--- src/svpd_pkg.sv ---
package svpd_pkg;

    localparam int SIN_W = 17;
    localparam int MAG_W = 16;
    localparam int PROD_W = SIN_W + MAG_W;
    localparam int SCL_W = 25;
    localparam int ACT_W = 26;
    localparam int DUTY2_W = 18;

    localparam logic [SIN_W-1:0] ONE_Q16 = 17'h10000;
    localparam logic [16:0] SQRT3_Q16 = 17'd113512;
    localparam logic [31:0] PI_Q30 = 32'd3373259426;

    localparam logic REG_INV_SUPPLY = 1'b0;
    localparam logic REG_CARRIER_PERIOD = 1'b1;

    localparam logic [15:0] INV_SUPPLY_RST = 16'd5461;
    localparam logic [15:0] CARRIER_PERIOD_RST = 16'd1000;

    typedef enum logic [2:0] {
        SEC_1 = 3'd0,
        SEC_2 = 3'd1,
        SEC_3 = 3'd2,
        SEC_4 = 3'd3,
        SEC_5 = 3'd4,
        SEC_6 = 3'd5
    } sector_t;

    typedef struct packed {
        logic signed [15:0] uq;
        logic [15:0]        angle;
    } svpd_cmd_t;

    typedef struct packed {
        logic [15:0] duty_a;
        logic [15:0] duty_b;
        logic [15:0] duty_c;
    } svpd_duty_t;

    typedef struct packed {
        logic [15:0] inv_supply;
        logic [15:0] carrier_period;
    } svpd_cfg_t;

    typedef struct packed {
        sector_t           sector;
        logic [MAG_W-1:0]  mag;
        logic [SIN_W-1:0]  sin_t1;
        logic [SIN_W-1:0]  sin_t2;
    } svpd_sine_t;

    typedef struct packed {
        sector_t           sector;
        logic [ACT_W-1:0]  t1;
        logic [ACT_W-1:0]  t2;
    } svpd_act_t;

endpackage

--- src/svpd_duty.sv ---
module svpd_duty (
    input  logic                    clk,
    input  logic                    rst_n,
    input  svpd_pkg::svpd_cfg_t     cfg,
    input  logic                    in_valid,
    output logic                    in_ready,
    input  svpd_pkg::svpd_act_t     act,
    output logic                    out_valid,
    input  logic                    out_ready,
    output svpd_pkg::svpd_duty_t    duty
);
    import svpd_pkg::*;

    localparam int S_W = ACT_W + 3;
    localparam int DP_W = DUTY2_W + 16;
    localparam logic signed [S_W-1:0] ONE_S = S_W'(ONE_Q16);
    localparam logic signed [S_W-1:0] TWO_S = S_W'(ONE_Q16) <<< 1;
    localparam logic [DUTY2_W-1:0] TWO_U = DUTY2_W'(ONE_Q16) << 1;

    function automatic logic [DUTY2_W-1:0] clamp2(input logic signed [S_W-1:0] d);
        logic [DUTY2_W-1:0] res;
        if (d < 0)
        begin
            res = '0;
        end
        else if (d > TWO_S)
        begin
            res = TWO_U;
        end
        else
        begin
            res = d[DUTY2_W-1:0];
        end
        return res;
    endfunction

    logic h_vld_reg, k_vld_reg;
    logic h_en, k_en;

    logic signed [S_W-1:0] t1s, t2s;
    logic signed [S_W-1:0] full, pos1, pos2, zero;
    logic signed [S_W-1:0] sa, sb, sc;
    logic [DUTY2_W-1:0] h_d_reg [3], h_d_next [3];
    logic [DP_W-1:0]    dprod [3];
    svpd_duty_t         k_out_reg, k_out_next;

    assign k_en = !k_vld_reg || out_ready;
    assign h_en = !h_vld_reg || k_en;
    assign in_ready = h_en;

    always_comb
    begin
        t1s = S_W'(act.t1);
        t2s = S_W'(act.t2);
        full = ONE_S + t1s + t2s;
        pos1 = ONE_S + t1s - t2s;
        pos2 = ONE_S - t1s + t2s;
        zero = ONE_S - t1s - t2s;
        case (act.sector)
            SEC_1:
            begin
                sa = full; sb = pos2; sc = zero;
            end
            SEC_2:
            begin
                sa = pos1; sb = full; sc = zero;
            end
            SEC_3:
            begin
                sa = zero; sb = full; sc = pos2;
            end
            SEC_4:
            begin
                sa = zero; sb = pos1; sc = full;
            end
            SEC_5:
            begin
                sa = pos2; sb = zero; sc = full;
            end
            SEC_6:
            begin
                sa = full; sb = zero; sc = pos1;
            end
            default:
            begin
                sa = '0; sb = '0; sc = '0;
            end
        endcase
        h_d_next[0] = clamp2(sa);
        h_d_next[1] = clamp2(sb);
        h_d_next[2] = clamp2(sc);
        for (int p = 0; p < 3; p++)
        begin
            dprod[p] = DP_W'(h_d_reg[p]) * DP_W'(cfg.carrier_period);
        end
        k_out_next.duty_a = dprod[0][32:17];
        k_out_next.duty_b = dprod[1][32:17];
        k_out_next.duty_c = dprod[2][32:17];
    end

    always_ff @(posedge clk or negedge rst_n)
    begin
        if (!rst_n)
        begin
            h_vld_reg <= 1'b0;
            k_vld_reg <= 1'b0;
        end
        else
        begin
            if (h_en)
            begin
                h_vld_reg <= in_valid;
            end
            if (k_en)
            begin
                k_vld_reg <= h_vld_reg;
            end
        end
    end

    always_ff @(posedge clk)
    begin
        if (h_en && in_valid)
        begin
            h_d_reg <= h_d_next;
        end
        if (k_en && h_vld_reg)
        begin
            k_out_reg <= k_out_next;
        end
    end

    assign out_valid = k_vld_reg;
    assign duty = k_out_reg;

`ifndef SYNTHESIS
    a_duty_range: assert property (@(posedge clk) disable iff (!rst_n)
        out_valid |-> (duty.duty_a <= cfg.carrier_period)
            && (duty.duty_b <= cfg.carrier_period)
            && (duty.duty_c <= cfg.carrier_period))
        else $error("compare value above period");
`endif

endmodule
--- config.mk ---
export PLATFORM = sky130hd
export DESIGN_NAME = svpd_duty
export DESIGN_NICKNAME = d
export VERILOG_FILES = /design/src/svpd_pkg.sv /design/src/svpd_duty.sv
export SDC_FILE = /design/constraint.sdc
export NUM_CORES = 2
export LEC_CHECK = 0
export BUFFER_PORTS_ARGS = -buffer_cell sky130_fd_sc_hd__clkbuf_2
export CAP_MARGIN = 20
export CORE_MARGIN = 2
export CORE_UTILIZATION = 56
export CTS_BUF_LIST = sky130_fd_sc_hd__clkbuf_2
export DETAILED_ROUTE_END_ITERATION = 7
export PLACE_DENSITY = 0.73
export SYNTH_ARGS = -nofsm -noshare
export SYNTH_HDL_FRONTEND = slang
export SYNTH_SLANG_ARGS = --single-unit
export TNS_END_PERCENT = 10
--- constraint.sdc ---
create_clock -name clk -period 7.8 [get_ports clk]
set_input_delay 1.17 -clock clk [delete_from_list [all_inputs] [get_ports clk]]
set_output_delay 1.17 -clock clk [all_outputs]
set_load 0.05 [all_outputs]
Word level (Yosys, flattened, before mapping). Index checks and enable logic that the tools add are counted.

Add/subtract/negate cells: 6. $mul: 3. Divide/modulo/power cells: 0. Magnitude comparators: 6. Equal/unequal tests: 5. Shift operators: 0. Multiplexer cells: 6. Bitwise logic cells: 0. Reductions and logical operators: 16.

Operator list (number): one-hot mux 29 bit (4 select lines) (3); multiplier 18 x 16 -> 33 bit (3); greater-than comparator 29 x 19 -> 1 bit (second input constant) (3); less-than comparator 29 x 1 -> 1 bit (second input constant) (3); 2-to-1 mux 18 bit (3); adder 29 x 27 -> 29 bit (1); adder 27 x 27 -> 28 bit (1); subtractor 27 x 26 -> 28 bit (1); subtractor 27 x 27 -> 28 bit (1); adder 17 x 26 -> 27 bit (first input constant) (1); subtractor 17 x 26 -> 27 bit (first input constant) (1); OR reduction 2 bit (9); equality test 3 x 2 -> 1 bit (second input constant) (2); equality test 3 bit (second input constant) (2); equality test 3 x 1 -> 1 bit (second input constant) (1); zero test 3 bit (1); logical AND 1 bit (2); zero test 1 bit (2); logical OR 1 bit (2).

Register bits after elaboration: 104. Latch bits: 0. Memory bits (writable): 0. Memory bits (read-only): 0. Bits of input ports: 91. Output and inout bits: 50. Logic and storage cells: 53. Memories: 0.

Longest topological paths before layout.
Word-level depth: 5. Mapped depth: 27. Mapped depth without buffers: 25.

Worst setup path after synthesis. Ideal clock, no wire load.

Kind: input to register. From: input port cfg[1] (netlist bit). To: register k_out_reg (netlist bit duty[47]) (data pin). Setup time: 266 ps. Arrival time: 7442 ps. Required time: 7534 ps. Slack: 92 ps. Stages: 24. Buffers on the path: 2. Cells stage by stage: clkbuf_1 > clkbuf_1 > nand2_1 > fa_1 > fa_1 > fa_1 > inv_1 > fa_1 > fa_1 > inv_1 > fa_1 > inv_1 > ha_1 > a21o_1 > a21o_1 > a221o_1 > o211a_1 > a31oi_1 > o21ai_0 > o211ai_1 > a21boi_0 > o21a_1 > o41ai_1 > xnor2_1.

RTL lines: start: declaration (RTL line svpd_duty.sv:4) `input svpd_pkg::svpd_cfg_t cfg,`; end signal: assignment (RTL line svpd_duty.sv:129) `k_out_reg <= k_out_next;`; end: declaration (RTL line svpd_duty.sv:45) `svpd_duty_t k_out_reg, k_out_next;`.

==> impl_metrics.yaml <==
outcome:
  outcome: "finished clean"
clock_tree:
  cts_root_buf: "clkbuf_2"
  clock_latency_ns: 0.86
  cts_inserted_buffers: 9
  clk_pin_slew_ns: 0.41
  cts.path.max_buffers: 2
  cts_max_level: 3
  cts_tree: "done"
  numClockSinks: 104
setup_path:
  cp-end-kind: "register"
  cp.arrival_ns: 7.98
  start_kind: "input port"
  r2r_setup_slack_ns: 0.47
  cp.required_ns: 8.39
  slowest_stage: "o41ai_1"
  cp_num_buf_inv: 10
  max_stage_delay_ns: 0.58
  cp_common_cell: "fa_1"
  path_delay_family: "adder cells"
  critPathKind: "input port to register"
  critPathMaxFanout: 15
yosys:
  synth-async-reset-ratio_pct: 1.923
  ys.flop_type: "edfxtp_1"
  synth_top_cell_area_share_pct: 33.84
  syn-mean-instance-area_um2: 8.581
  synthesis.area_um2: 39290
  synth_area_leaders: "fa_1 34%, ha_1 13%, inv_1 8.3%, edfxtp_1 7.8%, and2_1 6.4%"
  syn_inst: 4578
  synth_commonest_cells: "869 x inv_1, 664 x fa_1, 585 x nand2_1"
  synth_edf_count: 102
  synth-seq-area-share_pct: 7.924
  synth.largest_area_cell: "fa_1"
  synth.net_count: 5737
  yosys_warnings: 0
  ys_ff_latch: 104
  yosysMostFrequentCell: "inv_1"
  ys_types: 112
floorplan:
  ioPinCount: 141
  rows: 97
  core_area_um2: 69790
  dieArea_um2: 72290
  fp.dieW_um: 268.9
  initial_core_util_pct: 56.29
  die_h_um: 268.9
placement:
  detailed_place_hpwl_um: 91830
  port_buffers: 124
  gp_congestion: 1.001
sta:
  max-slew-margin-rel_pct: 17.85
  layout_min_cycle_time_ns: 7.383
  finalSetupViolCount: 0
  max_slew.worst_pin.slew_ns: 1.222
  timing.hold.ws_ns: 0.4691
  clock.fmax_mhz: 135.4
  final_hold_viol_count: 0
  maxSlewViolCount: 0
  skew_ns: 0.09265
  period_share_pct: 94.66
  rsz0062_at_grt: "false"
  fin_setup_tns_ns: 0
finish:
  largest_reg_flops: 54
  synthToLayoutAreaGrowth_pct: 5.962
  nFillCells: 6293
  multiInputGateArea_um2: 31870
  layout-drive-gt1-share_pct: 8.328
  regArea_um2: 3113
  nNetsFinal: 5801
global_route:
  grt_pass1_wl_um: 179600
  antenna_found_initial: 2
  grt_pass1_vias: 33617
  grt_max_degree: 55
  overflow: 0
  grt_usage_pct: 31.93
detailed_routing:
  drt_wl_total_um: 111400
  drtPass1Iterations: 5
  vias: 32677
  wl_per_cell_um: 19.93
  drtIter0Drc: 2857
  route.detailed.drc: 0
  ant_nets: 0
  vias_per_cell: 5.847
power:
  vdd_drop_max_v: 0.0005349
  power_density_nw_per_um2: 327.0
  p_leak_nw: 20.11
hold_path:
  hp-class: "input port to register"
job:
  cap_violations: 0
-- per-layer routing --
layer	global-route usage (%)	vias to the layer above	routed length [µm]	part of all wire, %
li1	-	14785	-	-
met1	41.91	16212	45020	40
met2	53.09	1389	52460	47
met3	4.594	291	8783	7.9
met4	13.36	0	5134	4.6
met5	0	-	0	0
-- where the power goes --
group	internal, mW	switching, mW
combinational	5.06	6.86
sequential	1.22	0.150
clock	0.0827	0.233
total	6.36	7.25
-- stage by stage --
step	instance area [µm²]	worst slack, ns	util, %	power [mW]	cells
4_1_cts	41610	0.4397	59.63	13.67	5586
5_1_grt	41630	0.1240	59.65	15.29	5589
3_5_place_dp	41470	-0.4255	59.43	13.21	5569
3_3_place_gp	41470	-0.2680	59.43	12.95	5569
6_report	41630	0.4168	59.65	13.61	5589
2_1_floorplan	39290	0.09213	-	9.910	4578
-- logic make-up (layout without fill, tap and decap cells) --
logic type                 after synthesis  count (layout)  share of synthesized area (%)
DFF                                    104             104                          7.924
other                                    0               2                              0
xor gates and xnor gates               145             145                          3.233
AOI/OAI and AO/OA                      667             667                          12.16
adders and majority gates             1068            1068                          46.70
buffers and inverters                 1114            1183                          10.97
muxes                                    9               9                         0.2325
and+or+nand+nor                       1471            1471                          18.78
-- cell usage in the layout, fill, tap and decap left out, types with 22 or more instances in the layout --
master	synthesis	layout
nor4_1	47	47
nor2b_1	25	25
xor2_1	30	30
ha_1	404	404
buf_4	1	157
a31oi_1	26	26
o21bai_1	22	22
fa_1	664	664
o221ai_1	31	31
o21ai_0	89	89
a21o_1	36	36
o21a_1	26	26
a21oi_1	148	148
xnor2_1	115	115
nor2_1	165	164
a211oi_1	26	26
clkbuf_2	1	133
inv_1	869	869
edfxtp_1	102	102
and2_1	400	398
a221o_1	24	24
nand3_1	48	48
nor3_1	54	54
nand2_1	585	585
o22ai_1	22	22
o31ai_1	29	29
-- final timing paths --
check	from	to	depth (start not counted)
worst max-delay path	cfg[5]	duty[31]	28
worst min-delay path	in_valid	h_vld_reg	2
worst max register to register	h_d_reg[25]	duty[31]	26
worst min register to register	h_vld_reg	out_valid	1
max in group asynchronous	rst_n	h_vld_reg	2
min in group asynchronous	rst_n	out_valid	2
-- repair_timing --
item,in CTS,in global routing
buffers inserted,0,0
resized for setup,0,0
hold buffers,1,0
hold endpoints to repair,2,0
-- final cells by class --
| cell class | instances | area share, % |
|---|---|---|
| flip-flops and latches | 104 | 7.478 |
| multi-input cells | 3360 | 76.56 |
| clock inverters | 7 | 0.2104 |
| clock buffers | 9 | 0.1082 |
| inverters | 872 | 7.863 |
| repair buffers | 295 | 4.941 |
| well taps | 940 | 2.825 |
| diodes | 2 | 0.01202 |
No activity file was read; power rests on OpenSTA's default activity.
