--- config.mk ---
export PLATFORM = sky130hd
export DESIGN_NAME = svpd_active
export DESIGN_NICKNAME = d
export VERILOG_FILES = /design/src/svpd_pkg.sv /design/src/svpd_active.sv
export SDC_FILE = /design/constraint.sdc
export NUM_CORES = 2
export LEC_CHECK = 0
export BUFFER_PORTS_ARGS = -buffer_cell sky130_fd_sc_hd__buf_2
export CORE_MARGIN = 5
export CORE_UTILIZATION = 50
export CTS_BUF_LIST = sky130_fd_sc_hd__clkbuf_8
export CTS_CLUSTER_DIAMETER = 40
export CTS_CLUSTER_SIZE = 24
export DETAILED_ROUTE_END_ITERATION = 16
export PLACE_DENSITY_LB_ADDON = 0.2
export SLEW_MARGIN = 20
export SYNTH_ARGS = -nofsm -noshare
export SYNTH_HDL_FRONTEND = slang
export SYNTH_SLANG_ARGS = --single-unit
export TNS_END_PERCENT = 1
--- constraint.sdc ---
create_clock -name clk -period 12.35 [get_ports clk]
set_input_delay 3.0875 -clock clk [delete_from_list [all_inputs] [get_ports clk]]
set_output_delay 3.0875 -clock clk [all_outputs]
set_load 0.05 [all_outputs]
--- src/svpd_pkg.sv ---
package svpd_pkg;

    localparam int SIN_W = 17;
    localparam int MAG_W = 16;
    localparam int PROD_W = SIN_W + MAG_W;
    localparam int SCL_W = 25;
    localparam int ACT_W = 26;
    localparam int DUTY2_W = 18;

    localparam logic [SIN_W-1:0] ONE_Q16 = 17'h10000;
    localparam logic [16:0] SQRT3_Q16 = 17'd113512;
    localparam logic [31:0] PI_Q30 = 32'd3373259426;

    localparam logic REG_INV_SUPPLY = 1'b0;
    localparam logic REG_CARRIER_PERIOD = 1'b1;

    localparam logic [15:0] INV_SUPPLY_RST = 16'd5461;
    localparam logic [15:0] CARRIER_PERIOD_RST = 16'd1000;

    typedef enum logic [2:0] {
        SEC_1 = 3'd0,
        SEC_2 = 3'd1,
        SEC_3 = 3'd2,
        SEC_4 = 3'd3,
        SEC_5 = 3'd4,
        SEC_6 = 3'd5
    } sector_t;

    typedef struct packed {
        logic signed [15:0] uq;
        logic [15:0]        angle;
    } svpd_cmd_t;

    typedef struct packed {
        logic [15:0] duty_a;
        logic [15:0] duty_b;
        logic [15:0] duty_c;
    } svpd_duty_t;

    typedef struct packed {
        logic [15:0] inv_supply;
        logic [15:0] carrier_period;
    } svpd_cfg_t;

    typedef struct packed {
        sector_t           sector;
        logic [MAG_W-1:0]  mag;
        logic [SIN_W-1:0]  sin_t1;
        logic [SIN_W-1:0]  sin_t2;
    } svpd_sine_t;

    typedef struct packed {
        sector_t           sector;
        logic [ACT_W-1:0]  t1;
        logic [ACT_W-1:0]  t2;
    } svpd_act_t;

endpackage

--- src/svpd_active.sv ---
module svpd_active (
    input  logic                    clk,
    input  logic                    rst_n,
    input  svpd_pkg::svpd_cfg_t     cfg,
    input  logic                    in_valid,
    output logic                    in_ready,
    input  svpd_pkg::svpd_sine_t    sine,
    output logic                    out_valid,
    input  logic                    out_ready,
    output svpd_pkg::svpd_act_t     act
);
    import svpd_pkg::*;

    localparam int SCL_PROD_W = PROD_W + 16;
    localparam int ACT_PROD_W = SCL_W + 17;

    logic e_vld_reg, f_vld_reg, g_vld_reg;
    logic e_en, f_en, g_en;

    sector_t e_sector_reg, f_sector_reg;
    logic [PROD_W-1:0] e_p_reg [2], e_p_next [2];
    logic [SCL_W-1:0]  f_p_reg [2], f_p_next [2];
    logic [ACT_W-1:0]  g_t_next [2];
    svpd_act_t         g_out_reg;

    logic [SIN_W-1:0]      sin_in [2];
    logic [SCL_PROD_W-1:0] sprod [2];
    logic [ACT_PROD_W-1:0] tprod [2];

    assign g_en = !g_vld_reg || out_ready;
    assign f_en = !f_vld_reg || g_en;
    assign e_en = !e_vld_reg || f_en;
    assign in_ready = e_en;

    always_comb
    begin
        sin_in[0] = sine.sin_t1;
        sin_in[1] = sine.sin_t2;
        for (int l = 0; l < 2; l++)
        begin
            e_p_next[l] = PROD_W'(sin_in[l]) * PROD_W'(sine.mag);
            sprod[l] = SCL_PROD_W'(e_p_reg[l]) * SCL_PROD_W'(cfg.inv_supply);
            f_p_next[l] = sprod[l][SCL_PROD_W-1:24];
            tprod[l] = ACT_PROD_W'(f_p_reg[l]) * ACT_PROD_W'(SQRT3_Q16);
            g_t_next[l] = tprod[l][ACT_PROD_W-1:16];
        end
    end

    always_ff @(posedge clk or negedge rst_n)
    begin
        if (!rst_n)
        begin
            e_vld_reg <= 1'b0;
            f_vld_reg <= 1'b0;
            g_vld_reg <= 1'b0;
        end
        else
        begin
            if (e_en)
            begin
                e_vld_reg <= in_valid;
            end
            if (f_en)
            begin
                f_vld_reg <= e_vld_reg;
            end
            if (g_en)
            begin
                g_vld_reg <= f_vld_reg;
            end
        end
    end

    always_ff @(posedge clk)
    begin
        if (e_en && in_valid)
        begin
            e_sector_reg <= sine.sector;
            e_p_reg <= e_p_next;
        end
        if (f_en && e_vld_reg)
        begin
            f_sector_reg <= e_sector_reg;
            f_p_reg <= f_p_next;
        end
        if (g_en && f_vld_reg)
        begin
            g_out_reg.sector <= f_sector_reg;
            g_out_reg.t1 <= g_t_next[0];
            g_out_reg.t2 <= g_t_next[1];
        end
    end

    assign out_valid = g_vld_reg;
    assign act = g_out_reg;

endmodule

# ---- Word level (Yosys, flattened, before mapping)
# Cells that the tools add are included.
dict set report op_classes {
  n_mul 6
  order_cmp 0
  n_div 0
  n_mux 0
  eq_ne 0
  addsub 0
  n_shift 0
  reduce_logical 9
  n_bitwise 0
}
# op count
set ops {}
lappend ops {{$mul 33x16->49} 2}
lappend ops {{$mul 25x14->39 const B} 2}
lappend ops {{$mul 17x16->33} 2}
lappend ops {{$logic_and 1x1->1} 3}
lappend ops {{$logic_not 1->1} 3}
lappend ops {{$logic_or 1x1->1} 3}
dict set report word_totals {
  elab_cells 27
  memories 0
  romBits 0
  latch_bits 0
  reg_bits 180
  output_inout_bits 57
  ramBits 0
  in_bits 89
}

# ---- Logic depth before layout (Yosys ltp)
dict set report depth {
  depth_word 5
  mapped_depth 26
  ltp_nobuf 24
}

# ---- Least setup slack after synthesis
# OpenSTA, ideal clock, no wires.
dict set report synth_path {
  path_kind {input to register}
  startpoint {input port sine[43] (netlist bit)}
  endpoint {register e_p_reg[30] (netlist bit), data pin}
  stages 25
  slack_ps 2895
  n_path_buf 2
  t_required_ps 12084
  t_arrival_ps 9189
  setup_time_ps 266
  path_cell_list {clkbuf_1 > clkbuf_1 > nand2_1 > fa_1 > inv_1 > fa_1 > inv_1 > fa_1 > inv_1 > fa_1 > inv_1 > fa_1 > inv_1 > fa_1 > ha_1 > a21oi_1 > o211ai_1 > a41o_1 > a31o_2 > a211o_1 > a21o_1 > a221o_1 > a2111oi_2 > nor3_1 > xor2_1}
}
# element line_no
set synth_rtl {}
lappend synth_rtl {{from (decl)} svpd_active.sv:7} ;# input svpd_pkg::svpd_sine_t sine,
lappend synth_rtl {{to (signal assigned)} svpd_active.sv:79} ;# e_p_reg <= e_p_next;
lappend synth_rtl {{to (decl)} svpd_active.sv:21} ;# logic [PROD_W-1:0] e_p_reg [2], e_p_next [2];

==> results.sh <==
export IMPL_max_freq_ghz=0.0966
export IMPL_run_status="finished clean"
export IMPL_startpoint_of_the_worst_setup_timing_path="cfg[18]"
export IMPL_min_delay_path_class="register to register"
export IMPL_cts_buffers=17
export IMPL_ios=146
export IMPL_ctsResizeCount=0
export IMPL_area_growth_syn_to_layout_pct=3.73
export IMPL_via_count=46300
export IMPL_clk_latency_ps=620
export IMPL_most_numerous_cell_on_the_critical_path="sky130_fd_sc_hd__fa_1"
export IMPL_critPathMaxStageDelay_ps=750
export IMPL_synth_compound_area_share_pct=4.00
export IMPL_fin_crit_sh_pct=83.8
export IMPL_number_of_antenna_violations_at_the_first_check_in_global_routing=5
export IMPL_core_sq_mm=0.135
export IMPL_r2r_end="f_p_reg[40]"
export IMPL_ctsHtreeMaxLevel=4
export IMPL_crit_family="adder cells"
export IMPL_globalRouteTotalUtil_pct=23.6
export IMPL_die_w_microns=379
export IMPL_seq_cells_post_synth=180
export IMPL_filler_cell_count=12400
export IMPL_asr_flop_ratio_synth_pct=1.67
export IMPL_worst_r2r_path_depth=21
export IMPL_via_count_of_the_first_global_routing_pass=51300
export IMPL_synth_adder_area_share_pct=60.7
export IMPL_pin_count_of_the_biggest_net_entering_global_routing=67
export IMPL_finalSetupViolations=0
export IMPL_regToRegSetupSlack_ps=4720
export IMPL_finalSetupTns_ps=0
export IMPL_worstPathCellList="buf_2 > buf_4 > nand2_1 > fa_1 > fa_1 > fa_1 > inv_1 > fa_1 > fa_1 > inv_1 > fa_1 > inv_1 > ha_1 > nand2_1 > o21ai_0 > nor4b_1 > a31oi_1 > or4_1 > and3_1 > nor2_1 > o21ai_0 > a31oi_1 > xnor2_1"
export IMPL_grt_first_pass_wirelength_microns=269000
export IMPL_cp_num_buf_inv=5
export IMPL_detail_route_wl_per_cell_microns=18.2
export IMPL_syn_cell_area_sq_mm=0.0680
export IMPL_ant_nets=0
export IMPL_clock_transition_at_path_regs_ps=110
export IMPL_finalNetCount=9474
export IMPL_postRouteWirelength_microns=162000
export IMPL_worstHoldStart="e_sector_reg[0]"
export IMPL_detail_route_iter0_violations=2215
export IMPL_initial_cell_density_of_the_core_pct=50.3
export IMPL_critical_path_endpoint_type="register"
export IMPL_yosysWarningCount=0
export IMPL_synth_top_area_share_pct=47.7
export IMPL_largest_reg_flops=66
export IMPL_remaining_drc_errors=0
export IMPL_synth_area_leaders="sky130_fd_sc_hd__fa_1 (48%), sky130_fd_sc_hd__ha_1 (13%), sky130_fd_sc_hd__inv_1 (11%), sky130_fd_sc_hd__edfxtp_1 (7.8%), sky130_fd_sc_hd__and2_1 (5.8%)"
export IMPL_final_min_clock_period_ps=10360
export IMPL_postSynthNetCount=9558
export IMPL_post_cts_setup_buffers=0
export IMPL_routed_via_count_divided_by_cell_count=5.23
export IMPL_drt_pass1_iter_count=6
export IMPL_share_of_the_yosys_chip_area_belonging_to_registers_pct=7.92
export IMPL_critical_path_slowest_cell="sky130_fd_sc_hd__buf_2"
export IMPL_arrival_ps=10710
export IMPL_die_h_microns=379
export IMPL_synthMuxAreaShare_pct=0.0147
export IMPL_synthesis_instances=7139
export IMPL_crit_cells=23
export IMPL_cts_tree="built"
export IMPL_synthFlopType="sky130_fd_sc_hd__edfxtp_1"
export IMPL_final_common_cell="sky130_fd_sc_hd__inv_1"
export IMPL_final_util_pct=52.2
export IMPL_dp_hpwl_microns=127000
export IMPL_max_clock_path_buffers=2
export IMPL_synth_edff_count=177
export IMPL_mostFrequentLayoutCells="sky130_fd_sc_hd__inv_1 (1922), sky130_fd_sc_hd__fa_1 (1622), sky130_fd_sc_hd__nand2_1 (1032)"
export IMPL_timing_setup_critical_path_class="primary input to register"
export IMPL_clkSinkCount=180
export IMPL_worst_setup_path_endpoint="f_p_reg[40]"
export IMPL_max_slew_margin_pct=19.9
export IMPL_worst_r2r_startpoint="e_p_reg[55]"
export IMPL_clock_root_buffer="sky130_fd_sc_hd__clkbuf_8"
export IMPL_io_buffer_count=129
export IMPL_fraction_of_synthesized_cell_area_in_xor_and_xnor_cells_pct=2.12
export IMPL_syn_area_per_cell_sq_um=9.53
export IMPL_holdBufCountCts=0
export IMPL_post_route_cells_drive_above_1_share_pct=2.99
export IMPL_launching_element_type_of_the_critical_path="primary input"
export IMPL_synth_top_family_by_area="adder cells"
export IMPL_cell_type_contributing_the_most_total_cell_area_after_synthesis="sky130_fd_sc_hd__fa_1"
export IMPL_gp_routability_congestion=0.875
export IMPL_cp_max_fo=41
export IMPL_synth_simple_gate_area_share_pct=13.1
export IMPL_finalClockSkew_ps=34.9
export IMPL_grt_overflow=0
export IMPL_synth_distinct_cells=64
export IMPL_dieArea_sq_mm=0.144
export IMPL_crit_required_ps=12710
export IMPL_worst_max_slew_pin_slew_ps=1200
export IMPL_grt_setup_unrepaired="no"
export IMPL_timing_max_transition_violations_final=0
export IMPL_hold_violations=0
export IMPL_timing_max_cap_violations=0
export IMPL_standard_cell_row_count=135
-- worst reg2reg max path, stage by stage, from the launching register on --
cell and delay (ps):
sky130_fd_sc_hd__edfxtp_1 950, sky130_fd_sc_hd__nand2_1 190, sky130_fd_sc_hd__fa_1 540, sky130_fd_sc_hd__fa_1 540
sky130_fd_sc_hd__fa_1 510, sky130_fd_sc_hd__inv_1 50, sky130_fd_sc_hd__fa_1 500, sky130_fd_sc_hd__fa_1 510
sky130_fd_sc_hd__inv_1 50, sky130_fd_sc_hd__fa_1 480, sky130_fd_sc_hd__inv_1 50, sky130_fd_sc_hd__ha_1 280
sky130_fd_sc_hd__nand2_1 120, sky130_fd_sc_hd__o21ai_0 150, sky130_fd_sc_hd__nor4b_1 330, sky130_fd_sc_hd__a31oi_1 420
sky130_fd_sc_hd__or4_1 650, sky130_fd_sc_hd__and3_1 280, sky130_fd_sc_hd__nor2_1 240, sky130_fd_sc_hd__o21ai_0 210
sky130_fd_sc_hd__a31oi_1 230, sky130_fd_sc_hd__xnor2_1 90
-- metal layers --
metal	part of all wire, %	vias to the layer above	GRT usage (%)
met5	0.0050	-	0
met4	2.3	2	6.02
met3	5.1	229	2.76
met2	49	1206	39.9
met1	44	24100	32.7
li1	-	20700	-
-- cells in the mapped netlist (48+ instances only) --
cell and instances:
sky130_fd_sc_hd__fa_1 1622, sky130_fd_sc_hd__nor2_1 59, sky130_fd_sc_hd__xor2_1 50, sky130_fd_sc_hd__nand2_1 1032
sky130_fd_sc_hd__inv_1 1920, sky130_fd_sc_hd__ha_1 708, sky130_fd_sc_hd__a21oi_1 117, sky130_fd_sc_hd__a21o_1 103
sky130_fd_sc_hd__xnor2_1 115, sky130_fd_sc_hd__clkbuf_1 266, sky130_fd_sc_hd__o21ai_0 48, sky130_fd_sc_hd__and2_1 626
sky130_fd_sc_hd__edfxtp_1 177
-- metrics by stage --
step | hold slack [ps] | instance area [sq um] | setup WS, ps | cells
6_report | 419 | 70600 | 1990 | 8851
2_1_floorplan | 400 | 68000 | 2900 | 7139
5_1_grt | 421 | 70600 | 1740 | 8850
3_3_place_gp | 402 | 70200 | 1450 | 8817
4_1_cts | 423 | 70600 | 2110 | 8849
3_5_place_dp | 405 | 70200 | 1420 | 8817
-- area by class of cell --
type / instances / area [sq um] / share of cell area [%]
clock inverters: 15 / 150 / 0.213
multi-input cells: 4773 / 54500 / 77.1
clock buffers: 17 / 234 / 0.331
repair buffers: 163 / 913 / 1.29
inverters: 1920 / 7210 / 10.2
flip-flops and latches: 180 / 5390 / 7.64
diodes: 2 / 5.00 / 0.00709
well taps: 1781 / 2230 / 3.16
-- cells by family after synthesis --
group	Yosys count
AOI/OAI and AO/OA	406
xor gates and xnor gates	165
adders and majority gates	2330
DFF	180
buffers and inverters	2186
muxes	1
and+or+nand+nor	1871
-- how the worst min path moves through the flow --
stage	endpoint	slack (ps)	cells past startpoint
after floorplan	act[52]	400	0
after global placement	f_sector_reg[2]	400	0
after detailed placement	act[53]	400	0
after CTS	f_sector_reg[0]	420	0
after global routing	f_sector_reg[0]	420	0
final	f_sector_reg[0]	420	0
Power is not shown: default switching activity piles up to over one toggle a cycle in this logic, so the estimate is an artifact.
