==> src/svpd_pkg.sv <==
package svpd_pkg;

    localparam int SIN_W = 17;
    localparam int MAG_W = 16;
    localparam int PROD_W = SIN_W + MAG_W;
    localparam int SCL_W = 25;
    localparam int ACT_W = 26;
    localparam int DUTY2_W = 18;

    localparam logic [SIN_W-1:0] ONE_Q16 = 17'h10000;
    localparam logic [16:0] SQRT3_Q16 = 17'd113512;
    localparam logic [31:0] PI_Q30 = 32'd3373259426;

    localparam logic REG_INV_SUPPLY = 1'b0;
    localparam logic REG_CARRIER_PERIOD = 1'b1;

    localparam logic [15:0] INV_SUPPLY_RST = 16'd5461;
    localparam logic [15:0] CARRIER_PERIOD_RST = 16'd1000;

    typedef enum logic [2:0] {
        SEC_1 = 3'd0,
        SEC_2 = 3'd1,
        SEC_3 = 3'd2,
        SEC_4 = 3'd3,
        SEC_5 = 3'd4,
        SEC_6 = 3'd5
    } sector_t;

    typedef struct packed {
        logic signed [15:0] uq;
        logic [15:0]        angle;
    } svpd_cmd_t;

    typedef struct packed {
        logic [15:0] duty_a;
        logic [15:0] duty_b;
        logic [15:0] duty_c;
    } svpd_duty_t;

    typedef struct packed {
        logic [15:0] inv_supply;
        logic [15:0] carrier_period;
    } svpd_cfg_t;

    typedef struct packed {
        sector_t           sector;
        logic [MAG_W-1:0]  mag;
        logic [SIN_W-1:0]  sin_t1;
        logic [SIN_W-1:0]  sin_t2;
    } svpd_sine_t;

    typedef struct packed {
        sector_t           sector;
        logic [ACT_W-1:0]  t1;
        logic [ACT_W-1:0]  t2;
    } svpd_act_t;

endpackage

==> src/svpd_fold.sv <==
module svpd_fold #(
    parameter int ANGLE_BITS = 16
) (
    input  logic                    clk,
    input  logic                    rst_n,
    input  logic                    in_valid,
    output logic                    in_ready,
    input  svpd_pkg::svpd_cmd_t     cmd,
    output logic                    out_valid,
    input  logic                    out_ready,
    output svpd_pkg::sector_t       sector,
    output logic [ANGLE_BITS-1:0]   r,
    output logic [15:0]             mag
);
    import svpd_pkg::*;

    localparam int AB = ANGLE_BITS;
    localparam logic [AB-1:0] HALF = {1'b1, {(AB-1){1'b0}}};
    localparam logic [AB-1:0] QUARTER = {2'b01, {(AB-2){1'b0}}};

    logic            vld_reg;
    logic            en;
    logic            neg;
    logic [AB-1:0]   a0;
    logic [AB-1:0]   a1;
    logic [AB+2:0]   six;
    sector_t         sector_reg, sector_next;
    logic [AB-1:0]   r_reg, r_next;
    logic [15:0]     mag_reg, mag_next;

    assign en = !vld_reg || out_ready;
    assign in_ready = en;

    always_comb
    begin
        neg = cmd.uq[15];
        a0 = AB'(cmd.angle);
        mag_next = neg ? 16'(~cmd.uq + 16'sd1) : 16'(cmd.uq);
        a1 = a0 + (neg ? HALF : '0) + QUARTER;
        six = (AB+3)'(a1) * (AB+3)'(6);
        sector_next = sector_t'(six[AB+2:AB]);
        r_next = six[AB-1:0];
    end

    always_ff @(posedge clk or negedge rst_n)
    begin
        if (!rst_n)
        begin
            vld_reg <= 1'b0;
        end
        else if (en)
        begin
            vld_reg <= in_valid;
        end
    end

    always_ff @(posedge clk)
    begin
        if (en && in_valid)
        begin
            sector_reg <= sector_next;
            r_reg <= r_next;
            mag_reg <= mag_next;
        end
    end

    assign out_valid = vld_reg;
    assign sector = sector_reg;
    assign r = r_reg;
    assign mag = mag_reg;

endmodule

==> config.mk <==
export PLATFORM = sky130hd
export DESIGN_NAME = svpd_fold
export DESIGN_NICKNAME = d
export VERILOG_FILES = /design/src/svpd_pkg.sv /design/src/svpd_fold.sv
export SDC_FILE = /design/constraint.sdc
export NUM_CORES = 1
export LEC_CHECK = 0
export BUFFER_PORTS_ARGS = -buffer_cell sky130_fd_sc_hd__buf_2
export CAP_MARGIN = 20
export CORE_MARGIN = 3
export CORE_UTILIZATION = 50
export DETAILED_ROUTE_END_ITERATION = 12
export HOLD_SLACK_MARGIN = 0.15
export PLACE_DENSITY = 0.86
export SETUP_SLACK_MARGIN = 0.5
export SYNTH_ARGS = -nofsm -noshare
export SYNTH_HDL_FRONTEND = slang
export SYNTH_SLANG_ARGS = --single-unit
==> constraint.sdc <==
create_clock -name clk -period 3.9 [get_ports clk]
set_input_delay 0.585 -clock clk [delete_from_list [all_inputs] [get_ports clk]]
set_output_delay 0.585 -clock clk [all_outputs]
set_load 0.02 [all_outputs]
Word-level counts from Yosys, hierarchy flattened

Index checks and enable logic that the tools add are counted.

Logic and storage cells: 15
Input bits: 36
Flip-flop bits (word level): 35
Output and inout port bits: 37

Multiplexer cells: 2
Reductions and logical operators: 3
$mul: 1
Bitwise operators: 1
Add/subtract/negate cells: 3

Operators by type and width:

| operator                                           | number |
|---|---|
| multiplier 16 x 2 -> 18 bit, second input constant | 1 |
| adder 16 x 15 -> 16 bit, second input constant     | 1 |
| adder 16 bit                                       | 1 |
| adder 16 x 2 -> 16 bit, second input constant      | 1 |
| 2-to-1 mux 16 bit                                  | 1 |
| NOT 16 bit                                         | 1 |
| 2-to-1 mux 15 bit                                  | 1 |
| logical AND 1 bit                                  | 1 |
| logical NOT 1 bit                                  | 1 |
| logical OR 1 bit                                   | 1 |

Logic depth before layout (Yosys ltp)

Gate-level depths: netlist (run 1).

Depth in word-level cells: 4
Depth in mapped cells: 8
Gate-level depth less buffers: 8

Least setup slack after synthesis (run 1)

Ideal clock, no wire load.

Path kind: input to register
Start point: in cmd[31] (netlist name)
End point: reg sector_reg[1] (netlist: sector[1]) (data pin)
Required time: 3631 ps
Buffers on the path: 1
Stages on the path: 8
Arrival: 2075 ps
Library setup time: 269 ps
Slack: 1555 ps
Path through: clkbuf_1 > xor2_1 > ha_1 > xnor2_1 > nor3_1 > a21o_1 > a21oi_1 > o311ai_1

Longest elaborated chain between the ends: 4

RTL lines:

| element                     | RTL line        | source |
|---|---|---|
| start, declared             | svpd_fold.sv:8  | `input svpd_pkg::svpd_cmd_t cmd,` |
| 2-to-1 mux 16 bit           | svpd_fold.sv:39 | `a1 = a0 + (neg ? HALF : '0) + QUARTER;` |
| adder 16 bit                | svpd_fold.sv:39 |  |
| adder 16 x 15 -> 16 bit     | svpd_fold.sv:39 |  |
| multiplier 16 x 2 -> 18 bit | svpd_fold.sv:40 | `six = (AB+3)'(a1) * (AB+3)'(6);` |
| via six[17]                 | svpd_fold.sv:26 | `logic [AB+2:0] six;` |
| end signal, assigned        | svpd_fold.sv:61 | `sector_reg <= sector_next;` |
| end, declared               | svpd_fold.sv:27 | `sector_t sector_reg, sector_next;` |

The timed path passes the listed nets, and every way through them passes these cells.
A chain may end at the register's enable or synchronous reset.

Final worst setup path (run 1)

Same ends and word-level chain as after synthesis.

==> flow_metrics.py, run 1 <==
metrics = {
    "pwr": {
        "p_int_mw": 0.693,
        "swShare_pct": 29.6,
        "p_seq_share_pct": 47.6,
        "power_density_nw_per_um2": 369,
        "p_switching_mw": 0.291,
        "power.leakage_nw": 1.12,
        "total_power_mw": 0.984,
        "peakVddDrop_uv": 180,
        "power_frac_comb_pct": 28.2,
        "p_clk_share_pct": 24.2,
    },
    "place": {
        "io_buffer_count": 71,
        "dpl_cell_area_sq_um": 2580,
        "dp_hpwl_um": 3530,
        "pre_cts_ws_ns": 1.25,
        "gp_congestion": 0.900,
    },
    "timing": {
        "rsz0062_at_grt": "no",
        "fin_tns_setup_ns": 0,
        "final-setup-viol-count": 0,
        "min_period_ns": 2.42,
        "skew_ns": 0.00355,
        "max_freq_mhz": 413,
        "fin_crit_sh_pct": 62.1,
        "final_max_slew_viol_count": 0,
        "finalHoldViolCount": 0,
        "setup_ws_ns": 1.48,
    },
    "logic_synthesis": {
        "synth_edf_count": 34,
        "synth_top_cell_area_share_pct": 47.0,
        "ys_warn_count": 0,
        "ys_seq_area_share_pct": 48.2,
        "yosys.area.top_type": "edfxtp_1",
        "yosysUniqueCellTypes": 42,
        "synth.area.top_cells": "edfxtp_1 47%, ha_1 9.8%, xnor2_1 8.1%",
        "synth_ff_type": "edfxtp_1",
        "syn_nets": 246,
        "syn_area_sq_um": 2170,
        "synth.ff_latch_count": 35,
        "async_flop_share_pct": 2.86,
        "syn_avg_cell_area_sq_um": 11.3,
        "postSynthCellCount": 192,
    },
    "final_layout": {
        "stdcell_area_sq_um": 2670,
        "layout-drive-gt1-share_pct": 30.5,
        "final_common_cell": "buf_2",
        "antenna_cells": 0,
        "fillers": 338,
        "syn2layout_area_growth_pct": 22.8,
        "largest_reg_flops": 16,
        "final_cell_mix": "71 x buf_2, 34 x edfxtp_1, 20 x xnor2_1",
        "nNetsFinal": 322,
    },
    "worst_setup_path": {
        "end_kind": "flip-flop",
        "cp_max_fo": 17,
        "cp-start-kind": "primary input",
        "timing_worst_setup_path_type": "in -> reg",
        "crit_arrival_ns": 2.44,
        "cp.required_ns": 3.91,
    },
    "status": {
        "outcome": "completed",
    },
    "grt": {
        "overflow": 0,
        "grt_pass1_wl_um": 7690,
        "antenna_found_initial": 0,
        "grt_pass1_vias": 1713,
        "grt_use_total_pct": 18.9,
        "grt_max_degree": 35,
    },
    "routing": {
        "remaining_drc_errors": 0,
        "first_pass_iters": 5,
        "viasPerCell": 5.39,
        "drtIter0Drc": 153,
        "wire_per_inst_um": 13.8,
        "ant_nets": 0,
        "num_vias": 1719,
        "routed_wl_um": 4420,
    },
    "clocking": {
        "clock-sinks": 35,
        "numCtsBuffers": 5,
        "cts.clk_slew.worst_paths_ns": 0.07,
        "clk_latency_ns": 0.28,
        "cts_root_buffer": "clkbuf_8",
        "htreeDepth": 2,
        "ctsResizeCount": 0,
        "cts_tree": "built",
        "cts_setup_buffers": 0,
        "cts_buffer_depth": 2,
    },
    "hold_path": {
        "hold_class": "in -> reg",
    },
    "die": {
        "io_pins": 73,
        "initial_core_util_pct": 53.1,
        "coreArea_sq_um": 4090,
        "fp.dieArea_sq_um": 5170,
        "die_y_um": 71.9,
        "row_count": 23,
        "die_w_um": 71.9,
    },
    "job": {
        "drv_cap": 0,
    },
}
[worst paths after layout]
| path | from | slack (ns) | cells past startpoint | end |
|---|---|---|---|---|
| min | cmd[0] | 0.51 | 1 | r[1] |
| min in group asynchronous | rst_n | 0.61 | 2 | out_valid |
| max reg2reg | out_valid | 2.55 | 3 | mag[14] |
| max | cmd[31] | 1.48 | 8 | sector[1] |
| min reg2reg | out_valid | 0.54 | 2 | out_valid |
| max in group asynchronous | rst_n | 3.21 | 2 | out_valid |
[area by class of cell]
class | count | area [sq um] | share of cell area, %
multi-input combinational | 144 | 1070 | 40.2
sequential | 35 | 1050 | 39.2
timing repair buffer | 73 | 373 | 14.0
clock buffer | 6 | 72.6 | 2.72
tap | 50 | 62.6 | 2.35
inverter | 9 | 33.8 | 1.27
clock inverter | 2 | 7.51 | 0.282
[power by group through the flow]
| stage | logic [mW] | clock network (mW) | registers [mW] |
|---|---|---|---|
| 2_1_floorplan | 0.144 | 0 | 0.522 |
| 3_3_place_gp | 0.267 | 0 | 0.476 |
| 6_report | 0.277 | 0.238 | 0.469 |
| 3_5_place_dp | 0.276 | 0 | 0.477 |
| 5_1_grt | 0.307 | 0.262 | 0.472 |
| 4_1_cts | 0.278 | 0.244 | 0.469 |
[timing repair]
item	CTS	global route
setup endpoints to repair	0	0
hold endpoints to repair	1	0
hold buffers	1	0
[metal layers]
layer	track usage, %	part of all wire (%)
met1	21.7	38
met2	33.9	54
met3	4.02	5.8
met4	7.72	2.3
met5	0	0
[critical path: stages]
cell,delay [ns]
buf_2,0.26
xor2_1,0.31
ha_1,0.35
xnor2_1,0.21
o31ai_1,0.31
a221oi_1,0.13
a21oi_1,0.16
o311ai_1,0.13
[synth_stat cells, drive strengths merged (2+ instances only)]
cell type   n
or2         2
o211ai      3
ha         17
edfxtp     34
xor2        7
o41ai       2
nor2       12
a211oi      2
a21o        5
clkbuf      2
nor2b       2
o31ai       5
a21oi      14
nor4b       2
inv         9
nand2b      3
and2        2
nor3        3
nand2      14
buf         2
o21ai      10
xnor2      20
or4         2
o21a        4
[kinds of logic after synthesis]
kind of cell	Yosys count	synth area share, %
other cells	1	0.173
simple gates	45	11.2
flops	35	48.2
buf+inv	13	2.48
fa+ha+maj	18	10.7
xor+xnor	27	10.9
compound gates	53	16.3
[metrics by stage]
step                cells  utilization [%]  hold WS (ns)
floorplan             192                -         0.289
global placement      310             63.0         0.360
detailed placement    310             63.0         0.361
CTS                   319             65.2         0.500
global route          319             65.2         0.495
finish                319             65.2         0.511
Power figures use the tool's default switching activity.
==> inputs of run 2 (changes only) <==
--- a/config.mk
+++ b/config.mk
@@ -8,10 +8,10 @@
 export BUFFER_PORTS_ARGS = -buffer_cell sky130_fd_sc_hd__buf_2
 export CAP_MARGIN = 20
 export CORE_MARGIN = 3
-export CORE_UTILIZATION = 50
+export CORE_UTILIZATION = 46
 export DETAILED_ROUTE_END_ITERATION = 12
 export HOLD_SLACK_MARGIN = 0.15
-export PLACE_DENSITY = 0.86
+export PLACE_DENSITY = 0.84
 export SETUP_SLACK_MARGIN = 0.5
 export SYNTH_ARGS = -nofsm -noshare
 export SYNTH_HDL_FRONTEND = slang
==> constraint.sdc (replaced) <==
create_clock -name clk -period 1.9 [get_ports clk]
set_input_delay 0.285 -clock clk [delete_from_list [all_inputs] [get_ports clk]]
set_output_delay 0.285 -clock clk [all_outputs]
set_load 0.02 [all_outputs]
==> run 2 against run 1 <==
Net effect:
- utilization is 7.3 points higher
- first-iteration DRC count is 44% lower
- clock-buffer cell count stayed put
- sequential power is 110% higher
- total power is 120% higher
- hold slack worse by 0.32 ns
- sequential share of layout area is 6.8 points lower
- clock skew is 0.0024 ns higher
- non-clock buffer count is 34 higher
- flip-flop and latch count stayed put
- largest cell class unchanged
==> flow_metrics.py, run 2 (synthesized netlist as in run 1, its figures left out) <==
metrics = {
    "clocking": {
        "cts.clk_slew.worst_paths_ns": 0.06,
        "clock-sinks": 35,
        "cts_buffer_depth": 2,
        "cts_root_buffer": "clkbuf_8",
        "clk_latency_ns": 0.28,
        "numCtsBuffers": 5,
        "htreeDepth": 2,
        "cts_tree": "built",
    },
    "timing": {
        "setup_ws_ns": 0.166,
        "fin_tns_setup_ns": 0,
        "finalHoldViolCount": 0,
        "fin_hold_ws_ns": 0.190,
        "rsz0062_at_grt": "yes",
        "final_max_slew_viol_count": 0,
        "fin_crit_sh_pct": 91.3,
        "min_period_ns": 1.73,
        "max_freq_mhz": 577,
        "final-setup-viol-count": 0,
        "skew_ns": 0.00597,
    },
    "final_layout": {
        "layout-drive-gt1-share_pct": 48.8,
        "fin_cells": 355,
        "antenna_cells": 0,
        "final_cell_mix": "65 x buf_2, 34 x edfxtp_1, 31 x buf_4",
        "syn2layout_area_growth_pct": 48.5,
        "largest_reg_flops": 16,
        "stdcell_area_sq_um": 3220,
        "nNetsFinal": 356,
        "final_common_cell": "buf_2",
    },
    "worst_setup_path": {
        "ff2ff_path_depth": 2,
        "cp.required_ns": 1.93,
        "timing_worst_setup_path_type": "in -> reg",
        "crit_arrival_ns": 1.77,
        "r2r-start": "out_valid",
        "cp-start-kind": "primary input",
        "cp_max_fo": 2,
        "startpoint": "cmd[23]",
        "end_kind": "flip-flop",
    },
    "grt": {
        "grt_max_degree": 35,
        "antenna_found_initial": 0,
        "grt_pass1_vias": 1799,
        "grt_use_total_pct": 18.3,
        "grt_pass1_wl_um": 7820,
        "overflow": 0,
    },
    "status": {
        "outcome": "completed",
    },
    "die": {
        "row_count": 24,
        "die_y_um": 74.7,
        "io_pins": 73,
        "initial_core_util_pct": 48.8,
        "die_w_um": 74.7,
        "fp.dieArea_sq_um": 5580,
        "coreArea_sq_um": 4440,
    },
    "pwr": {
        "power_density_nw_per_um2": 681,
        "power.leakage_nw": 1.35,
        "peakVddDrop_uv": 343,
    },
    "hold_path": {
        "min_from": "cmd[0]",
        "hold_class": "in -> reg",
        "hold_depth": 1,
    },
    "place": {
        "dpl_cell_area_sq_um": 2830,
        "dp_hpwl_um": 3620,
        "pre_cts_ws_ns": -0.212,
        "io_buffer_count": 71,
        "dp.cells": 336,
        "gp_congestion": 0.876,
    },
    "routing": {
        "wire_per_inst_um": 13.8,
        "routed_wl_um": 4890,
        "ant_nets": 0,
        "remaining_drc_errors": 0,
        "drtIter0Drc": 86,
        "viasPerCell": 5.28,
        "first_pass_iters": 4,
        "num_vias": 1875,
    },
    "job": {
        "drv_cap": 0,
    },
}
-- run 2: changes by cell type in the layout (fill, tap and decap cells not counted), sizes merged --
cell,change
buf,+34
-- run 2: what timing repair did --
item,CTS,global route
hold endpoints to repair,1,0
resized for setup,30,13
buffers inserted,7,3
hold buffers,1,0
endpoints found under the setup margin,16,21
pin swaps,22,9
-- run 2: metrics by stage --
| stage | power [mW] | util (%) |
|---|---|---|
| 2_1_floorplan | 1.38 | - |
| 3_3_place_gp | 1.60 | 63.6 |
| 3_5_place_dp | 1.62 | 63.6 |
| 4_1_cts | 2.17 | 70.4 |
| 5_1_grt | 2.32 | 72.5 |
| 6_report | 2.19 | 72.5 |
-- run 2: metal layers --
| metal | GRT usage, % | part of all wire (%) | vias to the layer above |
|---|---|---|---|
| met5 | 0 | 0 | - |
| met4 | 6.72 | 1.7 | 0 |
| met3 | 3.87 | 5.4 | 8 |
| met2 | 34.1 | 52 | 65 |
| met1 | 20.5 | 40 | 864 |
| li1 | - | - | 938 |
-- run 2: path summary, 6_finish.rpt --
path,slack (ns),end
min in group asynchronous,0.31,out_valid
min reg2reg,0.56,out_valid
max,0.17,mag[13]
min,0.19,r[1]
max reg2reg,0.64,sector[0]
max in group asynchronous,1.51,out_valid
-- run 2: layout make-up --
cell class | instances | area [sq um]
Clock inverter | 2 | 7.51
Fill cell | 303 | 1220
Multi-Input combinational cell | 144 | 1310
Sequential cell | 35 | 1050
Clock buffer | 6 | 72.6
Inverter | 9 | 33.8
Tap cell | 52 | 65.1
Timing Repair Buffer | 107 | 684
-- run 2: report_power, final --
part	switching [mW]	internal, mW	leakage (nW)	total, mW
clock	0.237	0.249	0.0403	0.486
sequential	0.0153	0.948	0.335	0.963
combinational	0.399	0.346	0.979	0.745
-- run 2: critical path: stages --
cell     delay [ns]
buf_2          0.11
or4_4          0.52
or4_4          0.45
or2_4          0.27
nand2_2        0.07
xnor2_1        0.06
==> inputs of run 3 (changes only) <==
--- a/config.mk
+++ b/config.mk
@@ -8,10 +8,10 @@
 export BUFFER_PORTS_ARGS = -buffer_cell sky130_fd_sc_hd__buf_2
 export CAP_MARGIN = 20
 export CORE_MARGIN = 3
-export CORE_UTILIZATION = 46
+export CORE_UTILIZATION = 45
 export DETAILED_ROUTE_END_ITERATION = 12
 export HOLD_SLACK_MARGIN = 0.15
-export PLACE_DENSITY = 0.84
+export PLACE_DENSITY = 0.82
 export SETUP_SLACK_MARGIN = 0.5
 export SYNTH_ARGS = -nofsm -noshare
 export SYNTH_HDL_FRONTEND = slang
==> run 3 against run 2 <==
Net effect:
- via count decreased by 2.1%
- combinational power decreased by 3.0%
- routed wire length decreased by 3.9%
- highest routed layer unchanged
- clock-buffer cell count decreased by 1
- utilization decreased by 2.0 points
- fmax decreased by 1.3%
- cell count decreased by 0.85%
==> flow_metrics.py, run 3 (synthesized netlist as in run 1, its figures left out) <==
metrics = {
    "timing": {
        "fin_crit_sh_pct": 92.5,
        "setup_ws_ns": 0.143,
        "fin_hold_ws_ns": 0.183,
        "skew_ns": 0.00739,
        "max_freq_mhz": 569,
        "finalHoldViolCount": 0,
        "rsz0062_at_grt": "yes",
        "fin_tns_setup_ns": 0,
        "min_period_ns": 1.76,
        "final_max_slew_viol_count": 0,
        "final-setup-viol-count": 0,
    },
    "hold_path": {
        "hold_class": "in -> reg",
        "hold_depth": 1,
        "min_from": "cmd[0]",
        "hold_end": "r[1]",
    },
    "grt": {
        "grt_max_degree": 35,
        "grt_pass1_vias": 1712,
        "grt_use_total_pct": 17.4,
        "antenna_found_initial": 0,
        "grt_pass1_wl_um": 7560,
        "overflow": 0,
    },
    "worst_setup_path": {
        "cp_max_fo": 3,
        "ff2ff_path_depth": 2,
        "r2r_slack_ns": 0.63,
        "worstPathCellList": "buf_8 > ha_4 > inv_2 > fa_2 > nor2b_2 > o31a_1 > o211ai_1 > a311oi_1 > xor2_1",
        "max_stage_delay_ns": 0.35,
        "cp.required_ns": 1.92,
        "crit_arrival_ns": 1.77,
        "worstReg2RegEnd": "mag[15]",
        "timing_worst_setup_path_type": "in -> reg",
        "cp_slowest_cell": "fa_2",
        "cp-start-kind": "primary input",
        "r2r-start": "out_valid",
        "end_kind": "flip-flop",
    },
    "routing": {
        "wire_per_inst_um": 13.3,
        "routed_wl_um": 4700,
        "viasPerCell": 5.21,
        "first_pass_iters": 4,
        "drtIter0Drc": 56,
        "ant_nets": 0,
        "num_vias": 1835,
        "remaining_drc_errors": 0,
    },
    "job": {
        "drv_cap": 0,
    },
    "final_layout": {
        "antenna_cells": 0,
        "largest_reg_flops": 16,
        "nNetsFinal": 353,
        "fin_cells": 352,
        "stdcell_area_sq_um": 3180,
        "syn2layout_area_growth_pct": 46.3,
        "final_cell_mix": "67 x buf_2, 34 x edfxtp_1, 28 x buf_4",
        "final_util_pct": 70.5,
        "final_common_cell": "buf_2",
        "layout-drive-gt1-share_pct": 47.0,
    },
    "clocking": {
        "htreeDepth": 2,
        "numCtsBuffers": 5,
        "cts_tree": "built",
        "cts_buffer_depth": 2,
        "cts.clk_slew.worst_paths_ns": 0.07,
        "clock-sinks": 35,
        "cts_root_buffer": "clkbuf_8",
        "clk_latency_ns": 0.28,
    },
    "status": {
        "outcome": "completed",
    },
    "pwr": {
        "peakVddDrop_uv": 453,
        "power_density_nw_per_um2": 728,
        "total_power_mw": 2.31,
        "power.leakage_nw": 1.34,
    },
    "die": {
        "die_y_um": 75.5,
        "row_count": 24,
        "coreArea_sq_um": 4500,
        "io_pins": 73,
        "fp.dieArea_sq_um": 5690,
        "initial_core_util_pct": 48.2,
        "die_w_um": 75.5,
    },
    "place": {
        "dp_hpwl_um": 3610,
        "dpl_cell_area_sq_um": 2840,
        "gp_congestion": 0.836,
        "pre_cts_ws_ns": -0.272,
        "dp.cells": 338,
        "io_buffer_count": 71,
    },
}
[run 3: cell count changes in the layout (fill, tap and decap cells not counted), sizes merged]
| cell | before | now |
|---|---|---|
| buf | 106 | 103 |
| clkbuf | 6 | 5 |
| bufinv | 0 | 1 |
[run 3: report_power, final]
group / total, mW / leakage, nW / internal (mW) / switching (mW)
clock: 0.626 / 0.0556 / 0.384 / 0.243
combinational: 0.723 / 0.954 / 0.332 / 0.391
sequential: 0.962 / 0.335 / 0.947 / 0.0147
[run 3: final cells by class]
type	instances	area, sq um
well taps	52	65.1
repair buffers	104	649
fillers	321	1330
inverters	9	33.8
clock inverters	3	38.8
multi-input cells	144	1270
flip-flops and latches	35	1050
clock buffers	5	68.8
[run 3: worst max-delay path, delay by kind of cell]
family,cells,cell delay [ns]
compound gates,3,0.64
fa+ha+maj,2,0.48
xor+xnor,1,0.11
simple gates,1,0.14
buf+inv,2,0.11
[run 3: how the worst max path moves through the flow]
stage / startpoint / slack (ns) / end
detailed placement: cmd[1] / -0.27 / r[14]
finish: cmd[1] / 0.14 / r[14]
global route: cmd[1] / 0.09 / r[14]
global placement: cmd[1] / -0.17 / r[14]
CTS: cmd[1] / 0.18 / r[14]
floorplan: cmd[0] / -0.005 / r[14]
[run 3: layer usage]
| metal | wire length, um | vias to the layer above | GRT usage, % |
|---|---|---|---|
| met5 | 0 | - | 0 |
| met4 | 68 | 0 | 6.99 |
| met3 | 259 | 8 | 4.09 |
| met2 | 2360 | 61 | 29.7 |
| met1 | 2010 | 842 | 21.3 |
| li1 | - | 924 | - |
[run 3: repair_timing]
action                                 CTS  global route
hold buffers                             1             0
setup endpoints to repair               16            21
cloned                                   0             0
pin swaps                               16             8
endpoints found under the hold margin    1             0
gates resized for setup                 19            15
setup buffers                            2             3
